## src/rtl/core/binary_load_stream_parser_assert.svh

```systemverilog
// Assertion macros for the binary load stream parser
`ifndef BINARY_LOAD_STREAM_PARSER_ASSERT_SVH
`define BINARY_LOAD_STREAM_PARSER_ASSERT_SVH

`ifndef SYNTHESIS
`define BLSP_ASSERT_IMP(lbl, ante, cons) \
  lbl: assert property (@(posedge clk) disable iff (!rst_n) (ante) |-> (cons)) \
    else $error("blsp assertion failed");
`define BLSP_ASSERT_NEXT(lbl, ante, cons) \
  lbl: assert property (@(posedge clk) disable iff (!rst_n) (ante) |=> (cons)) \
    else $error("blsp assertion failed");
`else
`define BLSP_ASSERT_IMP(lbl, ante, cons)
`define BLSP_ASSERT_NEXT(lbl, ante, cons)
`endif

`endif

```

## src/rtl/core/blsp_pkg.sv

```systemverilog
package blsp_pkg;

  localparam logic [7:0]  HDR_BYTE   = 8'hff;
  localparam logic [15:0] REPEAT_HDR = 16'hffff;
  localparam logic [15:0] RUN_LO_ADR = 16'h02e0;
  localparam logic [15:0] RUN_HI_ADR = 16'h02e1;

  typedef enum logic [1:0] {
    EV_NONE      = 2'd0,
    EV_BAD_HDR   = 2'd1,
    EV_END_BELOW = 2'd2,
    EV_SEG_DONE  = 2'd3
  } ev_t;

  typedef struct packed {
    logic [7:0] data_byte;
    logic       first_byte;
  } item_t;

  typedef struct packed {
    logic        write_valid;
    logic [15:0] write_address;
    logic [7:0]  write_data;
    ev_t         event_code;
    logic        run_vector_set;
    logic [15:0] run_vector;
  } res_t;

endpackage

```

## src/rtl/core/blsp_in_reg.sv

```systemverilog
module blsp_in_reg (
  input  logic                 clk,
  input  logic                 rst_n,
  input  logic                 in_valid,
  output logic                 in_ready,
  input  logic [7:0]           in_data_byte,
  input  logic                 in_first_byte,
  input  logic                 advance,
  output logic                 item_valid,
  output blsp_pkg::item_t      item
);
  import blsp_pkg::*;

  logic  valid_r;
  item_t item_r;

  assign in_ready   = !valid_r || advance;
  assign item_valid = valid_r;
  assign item       = item_r;

  always_ff @(posedge clk) begin
    if (!rst_n) begin
      valid_r <= 1'b0;
    end else if (in_valid && in_ready) begin
      valid_r <= 1'b1;
    end else if (advance) begin
      valid_r <= 1'b0;
    end
  end

  always_ff @(posedge clk) begin
    if (in_valid && in_ready) begin
      item_r.data_byte  <= in_data_byte;
      item_r.first_byte <= in_first_byte;
    end
  end

endmodule

```

## src/rtl/core/blsp_step.sv

```systemverilog
`include "binary_load_stream_parser_assert.svh"

module blsp_step (
  input  logic             clk,
  input  logic             rst_n,
  input  logic             advance,
  input  blsp_pkg::item_t  item,
  output blsp_pkg::res_t   res
);
  import blsp_pkg::*;

  typedef enum logic [2:0] {
    PH_HDR1 = 3'd0,
    PH_HDR2 = 3'd1,
    PH_SLO  = 3'd2,
    PH_SHI  = 3'd3,
    PH_ELO  = 3'd4,
    PH_EHI  = 3'd5,
    PH_DATA = 3'd6
  } phase_t;

  phase_t      phase_r, phase_nxt, phase_eff;
  logic [15:0] seg_addr_r, seg_addr_nxt;
  logic [15:0] seg_end_r, seg_end_nxt;
  logic [15:0] run_vec_r, run_vec_nxt, run_eff;
  logic [15:0] start_full;
  logic [15:0] end_full;

  assign start_full = {item.data_byte, seg_addr_r[7:0]};
  assign end_full   = {item.data_byte, seg_end_r[7:0]};

  always_comb begin
    phase_eff    = item.first_byte ? PH_HDR1 : phase_r;
    run_eff      = item.first_byte ? 16'h0000 : run_vec_r;
    phase_nxt    = phase_eff;
    seg_addr_nxt = seg_addr_r;
    seg_end_nxt  = seg_end_r;
    run_vec_nxt  = run_eff;
    res          = '0;
    res.event_code = EV_NONE;
    unique case (phase_eff)
      PH_HDR2: begin
        if (item.data_byte != HDR_BYTE) begin
          res.event_code = EV_BAD_HDR;
          phase_nxt      = PH_HDR1;
          run_vec_nxt    = 16'h0000;
        end else begin
          phase_nxt = PH_SLO;
        end
      end
      PH_SLO: begin
        seg_addr_nxt = {8'h00, item.data_byte};
        phase_nxt    = PH_SHI;
      end
      PH_SHI: begin
        seg_addr_nxt = start_full;
        if (start_full == REPEAT_HDR) begin
          phase_nxt = PH_SLO;
        end else begin
          if (run_eff == 16'h0000) begin
            run_vec_nxt        = start_full;
            res.run_vector_set = 1'b1;
          end
          phase_nxt = PH_ELO;
        end
      end
      PH_ELO: begin
        seg_end_nxt = {8'h00, item.data_byte};
        phase_nxt   = PH_EHI;
      end
      PH_EHI: begin
        seg_end_nxt = end_full;
        if (end_full < seg_addr_r) begin
          res.event_code = EV_END_BELOW;
          phase_nxt      = PH_HDR1;
          run_vec_nxt    = 16'h0000;
        end else begin
          phase_nxt = PH_DATA;
        end
      end
      PH_DATA: begin
        res.write_valid   = 1'b1;
        res.write_address = seg_addr_r;
        res.write_data    = item.data_byte;
        if (seg_addr_r == RUN_LO_ADR) begin
          run_vec_nxt = {run_eff[15:8], item.data_byte};
        end else if (seg_addr_r == RUN_HI_ADR) begin
          run_vec_nxt = {item.data_byte, run_eff[7:0]};
        end
        if (seg_addr_r == seg_end_r) begin
          res.event_code = EV_SEG_DONE;
          phase_nxt      = PH_SLO;
        end else begin
          seg_addr_nxt = seg_addr_r + 16'd1;
        end
      end
      default: begin
        if (item.data_byte != HDR_BYTE) begin
          res.event_code = EV_BAD_HDR;
          phase_nxt      = PH_HDR1;
          run_vec_nxt    = 16'h0000;
        end else begin
          phase_nxt = PH_HDR2;
        end
      end
    endcase
    res.run_vector = run_vec_nxt;
  end

  always_ff @(posedge clk) begin
    if (!rst_n) begin
      phase_r    <= PH_HDR1;
      seg_addr_r <= 16'h0000;
      seg_end_r  <= 16'h0000;
      run_vec_r  <= 16'h0000;
    end else if (advance) begin
      phase_r    <= phase_nxt;
      seg_addr_r <= seg_addr_nxt;
      seg_end_r  <= seg_end_nxt;
      run_vec_r  <= run_vec_nxt;
    end
  end

  `BLSP_ASSERT_NEXT(a_err_restarts,
    advance && (res.event_code == EV_BAD_HDR || res.event_code == EV_END_BELOW),
    phase_r == PH_HDR1 && run_vec_r == 16'h0000)
  `BLSP_ASSERT_IMP(a_write_in_data,
    advance && res.write_valid, phase_r == PH_DATA && !item.first_byte)
  `BLSP_ASSERT_IMP(a_rset_from_zero,
    advance && res.run_vector_set, item.first_byte || run_vec_r == 16'h0000)

endmodule

```

## src/rtl/core/blsp_out_reg.sv

```systemverilog
module blsp_out_reg (
  input  logic            clk,
  input  logic            rst_n,
  input  logic            item_valid,
  input  blsp_pkg::res_t  res,
  output logic            advance,
  output logic            out_valid,
  input  logic            out_ready,
  output logic            out_write_valid,
  output logic [15:0]     out_write_address,
  output logic [7:0]      out_write_data,
  output logic [1:0]      out_event_code,
  output logic            out_run_vector_set,
  output logic [15:0]     out_run_vector
);
  import blsp_pkg::*;

  logic valid_r;
  res_t res_r;

  assign advance = item_valid && (!valid_r || out_ready);

  always_ff @(posedge clk) begin
    if (!rst_n) begin
      valid_r <= 1'b0;
    end else if (advance) begin
      valid_r <= 1'b1;
    end else if (out_ready) begin
      valid_r <= 1'b0;
    end
  end

  always_ff @(posedge clk) begin
    if (advance) begin
      res_r <= res;
    end
  end

  assign out_valid          = valid_r;
  assign out_write_valid    = res_r.write_valid;
  assign out_write_address  = res_r.write_address;
  assign out_write_data     = res_r.write_data;
  assign out_event_code     = res_r.event_code;
  assign out_run_vector_set = res_r.run_vector_set;
  assign out_run_vector     = res_r.run_vector;

endmodule

```

## src/rtl/core/binary_load_stream_parser.sv

```systemverilog
// Binary load stream parser: takes one file byte per beat and returns one result beat per
// input beat, in order. A byte is held in an input register, parsed combinationally against
// the phase, segment address, segment end and run vector registers, and the result lands in
// an output register. Throughput is one byte per cycle while the output side does not stall;
// that rate is set by the combinational parse loop through the phase and address registers.
// While the downstream side stalls the block absorbs up to two beats, one in each register;
// in_ready drops only once both are full and then follows out_ready in the same cycle.
module binary_load_stream_parser (
  input  logic        clk,
  input  logic        rst_n,
  input  logic        in_valid,
  output logic        in_ready,
  input  logic [7:0]  in_data_byte,
  input  logic        in_first_byte,
  output logic        out_valid,
  input  logic        out_ready,
  output logic        out_write_valid,
  output logic [15:0] out_write_address,
  output logic [7:0]  out_write_data,
  output logic [1:0]  out_event_code,
  output logic        out_run_vector_set,
  output logic [15:0] out_run_vector
);
  import blsp_pkg::*;

  logic  advance;
  logic  item_valid;
  item_t item;
  res_t  res;

  blsp_in_reg u_in_reg (
    .clk           (clk),
    .rst_n         (rst_n),
    .in_valid      (in_valid),
    .in_ready      (in_ready),
    .in_data_byte  (in_data_byte),
    .in_first_byte (in_first_byte),
    .advance       (advance),
    .item_valid    (item_valid),
    .item          (item)
  );

  blsp_step u_step (
    .clk     (clk),
    .rst_n   (rst_n),
    .advance (advance),
    .item    (item),
    .res     (res)
  );

  blsp_out_reg u_out_reg (
    .clk                (clk),
    .rst_n              (rst_n),
    .item_valid         (item_valid),
    .res                (res),
    .advance            (advance),
    .out_valid          (out_valid),
    .out_ready          (out_ready),
    .out_write_valid    (out_write_valid),
    .out_write_address  (out_write_address),
    .out_write_data     (out_write_data),
    .out_event_code     (out_event_code),
    .out_run_vector_set (out_run_vector_set),
    .out_run_vector     (out_run_vector)
  );

endmodule

```

## config.mk

```make
export PLATFORM = sky130hd
export DESIGN_NAME = binary_load_stream_parser
export DESIGN_NICKNAME = d
export VERILOG_FILES = /design/src/rtl/core/blsp_pkg.sv /design/src/rtl/core/blsp_in_reg.sv /design/src/rtl/core/blsp_step.sv /design/src/rtl/core/blsp_out_reg.sv /design/src/rtl/core/binary_load_stream_parser.sv
export VERILOG_INCLUDE_DIRS = /design/src /design/src/rtl/core
export SDC_FILE = /design/constraint.sdc
export NUM_CORES = 1
export LEC_CHECK = 0
export BUFFER_PORTS_ARGS = -buffer_cell sky130_fd_sc_hd__buf_4
export CAP_MARGIN = 25
export CELL_PAD_IN_SITES_DETAIL_PLACEMENT = 1
export CELL_PAD_IN_SITES_GLOBAL_PLACEMENT = 1
export CORE_AREA = 10 10 106 155
export DETAILED_ROUTE_END_ITERATION = 12
export DIE_AREA = 0 0 116 165
export GPL_TIMING_DRIVEN = 0
export PLACE_DENSITY = 0.7
export SLEW_MARGIN = 0
export SYNTH_ARGS = -nofsm -noshare
export SYNTH_HDL_FRONTEND = slang
export SYNTH_SLANG_ARGS = --single-unit
```

## constraint.sdc

```tcl
create_clock -name clk -period 4 [get_ports clk]
set_clock_uncertainty 0.2 [all_clocks]
set_input_delay 0.2 -clock clk [delete_from_list [all_inputs] [get_ports clk]]
set_output_delay 0.2 -clock clk [all_outputs]
set_load 0.02 [all_outputs]
```

==> results of run 1 <==
## metal layers
metal	track usage, %	part of all wire, %	vias to the layer above
met3	2.98	4.2	37
met2	33.3	54	129
met5	0	0	-
li1	-	-	2187
met4	8.85	3.4	0
met1	20.4	38	2288
## worst max-delay path, stage by stage, from the launching register on
cell and delay, ps:
dfxtp_1 310, clkbuf_1 310, inv_1 210, ha_1 370
nand4_1 140, or3_1 410, nor3_2 480, or2_2 290
nand2_1 110, buf_2 210, o21ai_0 180, a21oi_1 60
## cells in the mapped netlist, types with 3 or more instances
cell type / number
buf_4: 5
nor4_1: 4
ha_1: 19
xnor2_1: 11
o21ai_0: 34
nor2_1: 39
o31ai_1: 3
inv_1: 20
a22o_1: 19
and2_1: 10
or2_2: 5
nand2_1: 51
and3_1: 3
a21oi_1: 56
dfxtp_1: 53
buf_2: 13
clkbuf_1: 16
nor3_1: 10
o221ai_1: 3
edfxtp_1: 53
nor2b_1: 7
nand3_1: 18
a211oi_1: 5
or2_1: 3
o21ai_1: 8
or3_1: 4
nand2b_1: 6
a22oi_1: 7
a221oi_1: 4
or4_1: 3
o211ai_1: 4
nand4_1: 10
a21o_1: 4
o21a_1: 3
## logic make-up after synthesis
logic type / count (synthesis) / share of synthesized area, %
AND/OR/NAND/NOR: 187 / 18.4
multiplexers: 1 / 0.188
buffers and inverters: 60 / 5.16
AO/OA/AOI/OAI: 167 / 20.1
XOR/XNOR: 12 / 1.97
flip-flops: 106 / 49.7
adder cells (fa/ha/maj): 19 / 4.45
## where the power goes
group          switching [µW]  leakage (µW)  internal (µW)
Combinational             110       0.00123           57.0
Clock                     444      0.000147            440
Sequential               10.1      0.000929           1160
## worst min-delay path by stage
| stage | slack, ps | startpoint | endpoint | depth (start not counted) |
|---|---|---|---|---|
| floorplan | 100 | in_first_byte | u_in_reg.item[0]$_DFFE_PP_ | 0 |
| global placement | 180 | in_data_byte[0] | u_in_reg.item[1]$_DFFE_PP_ | 1 |
| detailed placement | 180 | in_data_byte[7] | u_in_reg.item[8]$_DFFE_PP_ | 1 |
| CTS | 70 | rst_n | u_step.run_vec_r[15]$_SDFFE_PN0P_ | 3 |
| global route | 80 | rst_n | u_step.run_vec_r[15]$_SDFFE_PN0P_ | 3 |
| finish | 80 | rst_n | u_step.run_vec_r[15]$_SDFFE_PN0P_ | 3 |
## stage by stage
step                      cells  utilization (%)  power (µW)
after floorplan             552                -        1280
after global placement      772             44.1        1350
after detailed placement    772             44.2        1360
after CTS                   799             47.2        2250
after global routing        799             47.2        2310
final                       799             47.2        2220
## state kept, by name (all words and copies together), names as in the netlist
name / count
u_step.seg_end_r: 16
u_step.seg_addr_r: 16
u_step.phase_r: 3
u_out_reg.out_write_address: 16
u_out_reg.out_event_code: 2
u_out_reg.out_write_valid: 1
u_out_reg.out_run_vector_set: 1
u_out_reg.out_valid: 1
u_out_reg.out_write_data: 8
u_out_reg.out_run_vector: 16
u_step.run_vec_r: 16
u_in_reg.item_valid: 1
u_in_reg.item: 9
## final cells by class
| type | count | share of cell area (%) |
|---|---|---|
| Inverter | 23 | 1.37 |
| Clock inverter | 7 | 1.10 |
| Timing Repair Buffer | 69 | 8.55 |
| Clock buffer | 9 | 3.53 |
| Tap cell | 162 | 3.18 |
| Sequential cell | 106 | 41.6 |
| Buffer | 37 | 2.96 |
| Multi-Input combinational cell | 386 | 37.7 |
==> flow_summary_export.csv, run 1 <==
group,metric,value,unit
place,io_buffers,58,
timing,setup_slack,609,ps
finish,area_growth,19.6,%
global_route,grt_max_degree,54,
setup_path,rr_worst_depth,11,
setup_path,critPathKind,"register to register",
pwr,irDropWorstVdd,0.180,mV
worst_hold_path,hp-class,"input port to register",
timing,finalSetupTns,0,ps
timing,period_minus_slack,3390,ps
routing,vias,4641,
setup_path,critPathLaunchType,"register",
pwr,powerDensity,348,mW/mm²
clocking,tritoncts,"built",
global_route,grt_pass1_wl,27000,µm
routing,drt_iter0_markers,378,
place,placed_cell_area,0.00598,mm²
finish,layout_common_cells,"63 x buf_4, 56 x a21oi_1, 53 x edfxtp_1, 53 x dfxtp_1, 51 x nand2_1",
timing,rsz0062_at_grt,"false",
clocking,clk_latency,360,ps
finish,nFillCells,1557,
global_route,grt-ovfl-total,0,
timing,min_period_over_period,84.8,%
setup_path,rr_endpoint,"u_step.seg_addr_r[15]$_SDFFE_PN0P_",
die,initial_core_util,39.4,%
die,die_w,116,µm
setup_path,r2r_start,"u_step.seg_addr_r[7]$_SDFFE_PN0P_",
yosys,yosys.cell_types.count,66,
setup_path,cp.arrival,3440,ps
run_status,status,"complete, no violations",
setup_path,crit_path_start,"u_step.seg_addr_r[7]$_SDFFE_PN0P_",
clocking,cts_setup_buffers,0,
die,num_io_pins,59,
finish,seq_area,0.00265,mm²
yosys,synth_edf_count,53,
setup_path,endpoint_kind,"register",
place,place_congestion,0.916,
pwr,leakage,0.00230,µW
timing,fmax,295,MHz
finish,drive_gt1_share,17.7,%
finish,final_common_cell,"buf_4",
timing,hold-worst-slack,76.5,ps
timing,hold_viol,0,
yosys,ys_ff_latch,106,
clocking,clk_path_buf_depth,2,
clocking,cts_sinks,106,
setup_path,required,4040,ps
setup_path,rrSetupSlack,610,ps
routing,drc,0,
yosys,syn_nets,584,
setup_path,critPathMaxFanout,10,
clocking,cts_hold_buf,11,
yosys,yosysTopAreaCell,"edfxtp_1",
yosys,yosysWarnings,0,
yosys,synthArstFlopShare,0,%
timing,slew_headroom,41.7,%
yosys,syn_inst,552,
clocking,htree_levels,3,
place,dp_hpwl,13100,µm
clocking,cts_made_buffers,9,
timing,setup_violations,0,
die,core,0.0135,mm²
timing,tightestPinTransition,871,ps
die,die_area,0.0191,mm²
finish,postLayoutCellArea,0.00638,mm²
place,place_ws,642,ps
clocking,cts_root_buf,"clkbuf_16",
yosys,synth_area,0.00534,mm²
run,drv_cap,0,
finish,multi_input_area,0.00241,mm²
die,die_y,165,µm
die,fp-row-count,52,
global_route,antenna_found_initial,0,
routing,viasPerCell,5.81,
clocking,post_cts_resized,0,
finish,antenna_cells,0,
routing,antenna_left,0,
yosys,synth_top_area_share,29.8,%
routing,wirelength,17400,µm
clocking,clk_pin_slew,80,ps
yosys,syn_avg_cell_area,9.67,µm²
routing,firstDrtPassIters,5,
finish,fin_nets,664,
yosys,synth-main-ff-cell,"edfxtp_1",
global_route,grtUsageTotal,18.4,%
setup_path,cp-endpoint,"u_step.seg_addr_r[15]$_SDFFE_PN0P_",
routing,wire_per_inst,21.8,µm
yosys,synthTopCellsByArea,"edfxtp_1 30%, dfxtp_1 20%, a21oi_1 5.3%",
global_route,grt_pass1_vias,4957,
timing,slew_violations,0,
yosys,ys_seq_area_share,49.7,%
(Power assumes the default switching activity.)
==> run 2, diff against run 1 <==
==> constraint.sdc (replaced) <==
create_clock -name clk -period 3.3 [get_ports clk]
set_clock_uncertainty 0.2 [all_clocks]
set_input_delay 0.165 -clock clk [delete_from_list [all_inputs] [get_ports clk]]
set_output_delay 0.165 -clock clk [all_outputs]
set_load 0.02 [all_outputs]
==> run 2 against run 1 <==
Compared with the run above: worst setup slack lost 430 ps; clock-buffer cell count is the same; clock power is 21% higher; highest routed layer unchanged.
==> flow_summary_export.csv, run 2 (synthesis gave the netlist of run 1 again) <==
group,metric,value,unit
die,die_w,116,µm
setup_path,cp.arrival,3030,ps
die,die_y,165,µm
worst_hold_path,min_path_cells,3,
place,io_buffers,58,
clocking,tritoncts,"built",
global_route,grtUsageTotal,18.5,%
place,place_congestion,0.916,
finish,nFillCells,1551,
pwr,powerDensity,421,mW/mm²
finish,seq_area,0.00265,mm²
pwr,leakage,0.00231,µW
finish,layout_common_cells,"63 x buf_4, 56 x a21oi_1, 53 x edfxtp_1",
timing,fmax,321,MHz
setup_path,critPathBufInv,1,
routing,viasPerCell,5.81,
global_route,grt_max_degree,54,
setup_path,cpLargestDelayFamily,"simple AND/OR/NAND/NOR gates",
die,fp-row-count,52,
timing,hold_viol,0,
setup_path,crit_path_frequent_cell,"or2_2",
setup_path,rr_endpoint,"u_out_reg.out_run_vector[0]$_DFFE_PP_",
timing,rsz0062_at_grt,"false",
finish,area_growth,20.1,%
routing,antenna_left,0,
timing,min_period_over_period,94.4,%
place,dp.cells,772,
place,dp_hpwl,13100,µm
routing,drc,0,
routing,drt_iter0_markers,305,
global_route,grt_pass1_vias,4962,
routing,wirelength,17500,µm
setup_path,slowest_stage,"dfxtp_1",
worst_hold_path,hp-start,"rst_n",
setup_path,critPathMaxFanout,6,
routing,firstDrtPassIters,4,
worst_hold_path,holdPathEnd,"u_step.run_vec_r[15]$_SDFFE_PN0P_",
global_route,antenna_found_initial,0,
timing,period_minus_slack,3120,ps
clocking,cts_made_buffers,9,
routing,vias,4639,
pwr,irDropWorstVdd,0.220,mV
run,drv_cap,0,
clocking,cts_sinks,106,
setup_path,slowest_delay,420,ps
finish,drive_gt1_share,17.9,%
setup_path,r2r_start,"u_step.seg_addr_r[9]$_SDFFE_PN0P_",
setup_path,critPathLaunchType,"register",
finish,final_core_util,47.4,%
clocking,clk_pin_slew,80,ps
routing,wire_per_inst,21.9,µm
global_route,grt_pass1_wl,27100,µm
setup_path,required,3210,ps
clocking,clk_path_buf_depth,2,
timing,tightestPinTransition,847,ps
setup_path,path_cells,"inv_1, ha_1, a41o_1, a21oi_1, o221ai_1, nor4_4, or2_2, a21boi_0, or2_2",
clocking,cts_setup_buffers,0,
timing,slew_headroom,43.3,%
clocking,clk_latency,360,ps
worst_hold_path,hp-class,"input port to register",
setup_path,rr_worst_depth,9,
finish,antenna_cells,0,
finish,multi_input_area,0.00243,mm²
finish,final_common_cell,"buf_4",
timing,setup_violations,0,
setup_path,rrSetupSlack,180,ps
run_status,status,"complete, no violations",
die,die_area,0.0191,mm²
clocking,htree_levels,3,
timing,slew_violations,0,
die,num_io_pins,59,
die,initial_core_util,39.4,%
finish,fin_nets,663,
die,core,0.0135,mm²
finish,stdcell_count,798,
setup_path,endpoint_kind,"register",
global_route,grt-ovfl-total,0,
clocking,cts_root_buf,"clkbuf_16",
setup_path,critPathKind,"register to register",
run 2: changes by cell type in the layout (fill, tap and decap cells not counted):
cell | before | now
nor4_2 | 1 | 0
dlygate4sd3_1 | 11 | 12
clkbuf_1 | 16 | 14
nor3_2 | 1 | 0
o211ai_4 | 0 | 1
dfxtp_2 | 0 | 1
inv_4 | 0 | 1
dfxtp_1 | 53 | 52
nor4_4 | 1 | 2
nor3_4 | 0 | 1
clkinv_2 | 2 | 1
o211ai_2 | 1 | 0
run 2: cell type report:
class / instances / area share (%)
Tap cell: 162 / 3.16
Timing Repair Buffer: 70 / 8.67
Clock buffer: 9 / 3.51
Inverter: 23 / 1.39
Clock inverter: 7 / 1.09
Sequential cell: 106 / 41.4
Multi-Input combinational cell: 386 / 37.9
Buffer: 35 / 2.83
run 2: repair_timing:
| item | in CTS | in global routing |
|---|---|---|
| gates resized for setup | 1 | 4 |
| endpoints found under the setup margin | 6 | 24 |
| hold buffers | 12 | 0 |
| endpoints found under the hold margin | 11 | 0 |
run 2: worst min-delay path, stage by stage:
cell and delay, ps:
buf_4 90, nand2_1 150, o21ai_1 160
run 2: routing by layer:
| metal | global-route usage (%) | part of all wire (%) | vias to the layer above |
|---|---|---|---|
| met4 | 8.79 | 3.3 | 0 |
| met1 | 20.4 | 39 | 2295 |
| li1 | - | - | 2182 |
| met5 | 0 | 0 | - |
| met3 | 3.01 | 4.1 | 36 |
| met2 | 33.5 | 54 | 126 |
run 2: how the worst max path moves through the flow:
stage | startpoint | to | slack [ps] | cells after the start
finish | u_step.seg_addr_r[9]$_SDFFE_PN0P_ | u_out_reg.out_run_vector[0]$_DFFE_PP_ | 180 | 9
global route | u_step.seg_addr_r[11]$_SDFFE_PN0P_ | u_out_reg.out_run_vector[2]$_DFFE_PP_ | 20 | 10
CTS | u_step.seg_addr_r[7]$_SDFFE_PN0P_ | u_step.seg_addr_r[15]$_SDFFE_PN0P_ | 20 | 11
detailed placement | u_step.seg_addr_r[7]$_SDFFE_PN0P_ | u_step.seg_addr_r[15]$_SDFFE_PN0P_ | -60 | 11
global placement | u_out_reg.out_valid$_SDFFE_PN0P_ | u_step.run_vec_r[14]$_SDFFE_PN0P_ | -710 | 8
floorplan | u_out_reg.out_valid$_SDFFE_PN0P_ | u_step.run_vec_r[13]$_SDFFE_PN0P_ | 30 | 8
run 2: through the flow:
stage	power (µW)	hold WS (ps)	setup TNS (ps)	setup slack, ps	area (µm²)
after floorplan	1550	63.9	0	33.6	5340
after global placement	1640	143	-12270	-712	5970
after detailed placement	1650	145	-203	-58.5	5980
after CTS	2720	39.0	0	19.9	6400
after global routing	2810	44.0	0	15.5	6410
final	2700	44.1	0	184	6410
run 2: power by group:
part / internal, µW / switching [µW]
registers: 1410 / 12.4
logic: 69.9 / 135
clock network: 534 / 540
total: 2010 / 687
==> run 3, diff against run 2 <==
==> constraint.sdc (replaced) <==
create_clock -name clk -period 2.9 [get_ports clk]
set_clock_uncertainty 0.2 [all_clocks]
set_input_delay 0.145 -clock clk [delete_from_list [all_inputs] [get_ports clk]]
set_output_delay 0.145 -clock clk [all_outputs]
set_load 0.02 [all_outputs]
==> run 3 against run 2 <==
Compared with the run above: the run now ends with negative setup slack left; register-to-register slack got worse by 200 ps; maximum frequency rose by 7.0%; combinational power rose by 20%.
==> flow_summary_export.csv, run 3 (synthesis gave the netlist of run 1 again) <==
group,metric,value,unit
run_status,status,"complete, but fails checks",
run_status,violations,"negative setup slack",
routing,drc,0,
routing,wire_per_inst,22.3,µm
timing,min_period_over_period,100,%
setup_path,rrSetupSlack,-10,ps
timing,rsz0062_at_grt,"false",
setup_path,critPathBufInv,1,
finish,antenna_cells,0,
die,fp-row-count,52,
timing,setup_slack,-11.7,ps
clocking,tritoncts,"built",
die,core,0.0135,mm²
setup_path,critPathKind,"register to register",
run,drv_cap,0,
pwr,leakage,0.00236,µW
routing,firstDrtPassIters,5,
setup_path,slowest_delay,620,ps
die,die_y,165,µm
setup_path,required,2820,ps
finish,final_common_cell,"buf_4",
global_route,grt_pass1_vias,4935,
setup_path,cpLargestDelayFamily,"simple AND/OR/NAND/NOR gates",
routing,viasPerCell,5.88,
die,num_io_pins,59,
finish,final_core_util,48.4,%
global_route,grt_pass1_wl,27100,µm
place,place_congestion,0.898,
die,initial_core_util,39.4,%
pwr,powerDensity,468,mW/mm²
setup_path,path_cells,"nor4_1, nand4_1, o21a_1, nor2b_1, o211ai_4, buf_4, a22o_1",
clocking,clk_pin_slew,80,ps
finish,area_growth,22.8,%
routing,vias,4736,
finish,drive_gt1_share,22.4,%
routing,drt_iter0_markers,295,
clocking,clk_path_buf_depth,2,
setup_path,critPathLaunchType,"register",
place,dp_hpwl,12900,µm
global_route,antenna_found_initial,0,
timing,period_minus_slack,2910,ps
timing,setup_violations,4,
finish,fin_nets,670,
finish,nFillCells,1536,
clocking,cts_made_buffers,9,
timing,tightestPinTransition,851,ps
clocking,clk_latency,360,ps
routing,wirelength,17900,µm
setup_path,cp.arrival,2830,ps
global_route,grtUsageTotal,18.6,%
timing,hold-worst-slack,12.3,ps
timing,slew_violations,0,
global_route,grt-ovfl-total,0,
timing,hold_viol,0,
pwr,irDropWorstVdd,0.225,mV
clocking,htree_levels,3,
timing,fmax,343,MHz
clocking,cts_root_buf,"clkbuf_16",
setup_path,slowest_stage,"nor4_1",
worst_hold_path,hp-class,"input port to register",
clocking,cts_sinks,106,
place,io_buffers,58,
setup_path,critPathMaxFanout,4,
timing,slew_headroom,43.0,%
finish,layout_common_cells,"70 x buf_4, 54 x a21oi_1, 53 x edfxtp_1",
setup_path,endpoint_kind,"register",
global_route,grt_max_degree,54,
routing,antenna_left,0,
die,die_w,116,µm
die,die_area,0.0191,mm²
==> run 3: changes by cell type in the layout (fill, tap and decap cells not counted), sizes merged <==
| cell | before | now |
|---|---|---|
| buf | 79 | 85 |
| inv | 25 | 24 |
| clkbuf | 23 | 24 |
| clkinvlp | 0 | 1 |
==> run 3: per-stage QoR <==
stage	instance area [µm²]	setup TNS (ps)	instances	setup WS (ps)	power, µW
finish	6560	-28.4	805	-11.7	3070
global route	6560	0	805	0.0517	3160
CTS	6450	-15.5	800	-15.5	3080
detailed placement	5980	-10930	772	-377	1870
global placement	5980	-8150	772	-370	1870
floorplan	5340	0	552	259	1770
==> run 3: path summary, 6_finish.rpt <==
kind                                                         from                                endpoint  cells past startpoint
worst max-delay path             u_step.run_vec_r[7]$_SDFFE_PN0P_  u_out_reg.out_run_vector[14]$_DFFE_PP_                      7
worst min-delay path                                        rst_n       u_step.run_vec_r[15]$_SDFFE_PN0P_                      3
worst max register to register   u_step.run_vec_r[7]$_SDFFE_PN0P_  u_out_reg.out_run_vector[14]$_DFFE_PP_                      7
worst min register to register  u_step.seg_end_r[12]$_SDFFE_PN0P_       u_step.seg_end_r[12]$_SDFFE_PN0P_                      2
==> run 3: cell type report <==
class / count / area [µm²] / share of cell area (%)
clock buffers: 9 / 225 / 3.44
clock inverters: 7 / 63.8 / 0.973
plain buffers: 35 / 185 / 2.82
repair buffers: 77 / 608 / 9.28
multi-input cells: 386 / 2510 / 38.2
inverters: 23 / 93.8 / 1.43
flip-flops and latches: 106 / 2670 / 40.7
well taps: 162 / 203 / 3.09
==> run 3: routing by layer <==
| layer | global-route usage, % | wire length [µm] | up-vias |
|---|---|---|---|
| li1 | - | - | 2190 |
| met5 | 0 | 0 | - |
| met2 | 33.5 | 9450 | 123 |
| met4 | 9.87 | 765 | 0 |
| met1 | 20.4 | 7100 | 2371 |
| met3 | 2.87 | 612 | 52 |
==> run 3: worst reg2reg max path, delay by kind of cell, from the launching register on <==
kind | cells | cell delay, ps
AND/OR/NAND/NOR | 3 | 1290
AO/OA/AOI/OAI | 3 | 660
flip-flops | 1 | 350
buffers and inverters | 1 | 190
==> run 3: power breakdown <==
group / internal (µW) / leakage [µW] / switching, µW
logic: 87.4 / 0.00128 / 159
registers: 1600 / 0.000935 / 14.8
clock network: 599 / 0.000139 / 610
total: 2290 / 0.00236 / 784
==> run 3: repair_timing <==
| item | CTS | global route |
|---|---|---|
| hold buffers | 12 | 0 |
| pin swaps | 3 | 3 |
| buffers inserted | 2 | 5 |
| setup endpoints to repair | 56 | 44 |
| resized for setup | 18 | 21 |
| endpoints found under the hold margin | 11 | 0 |
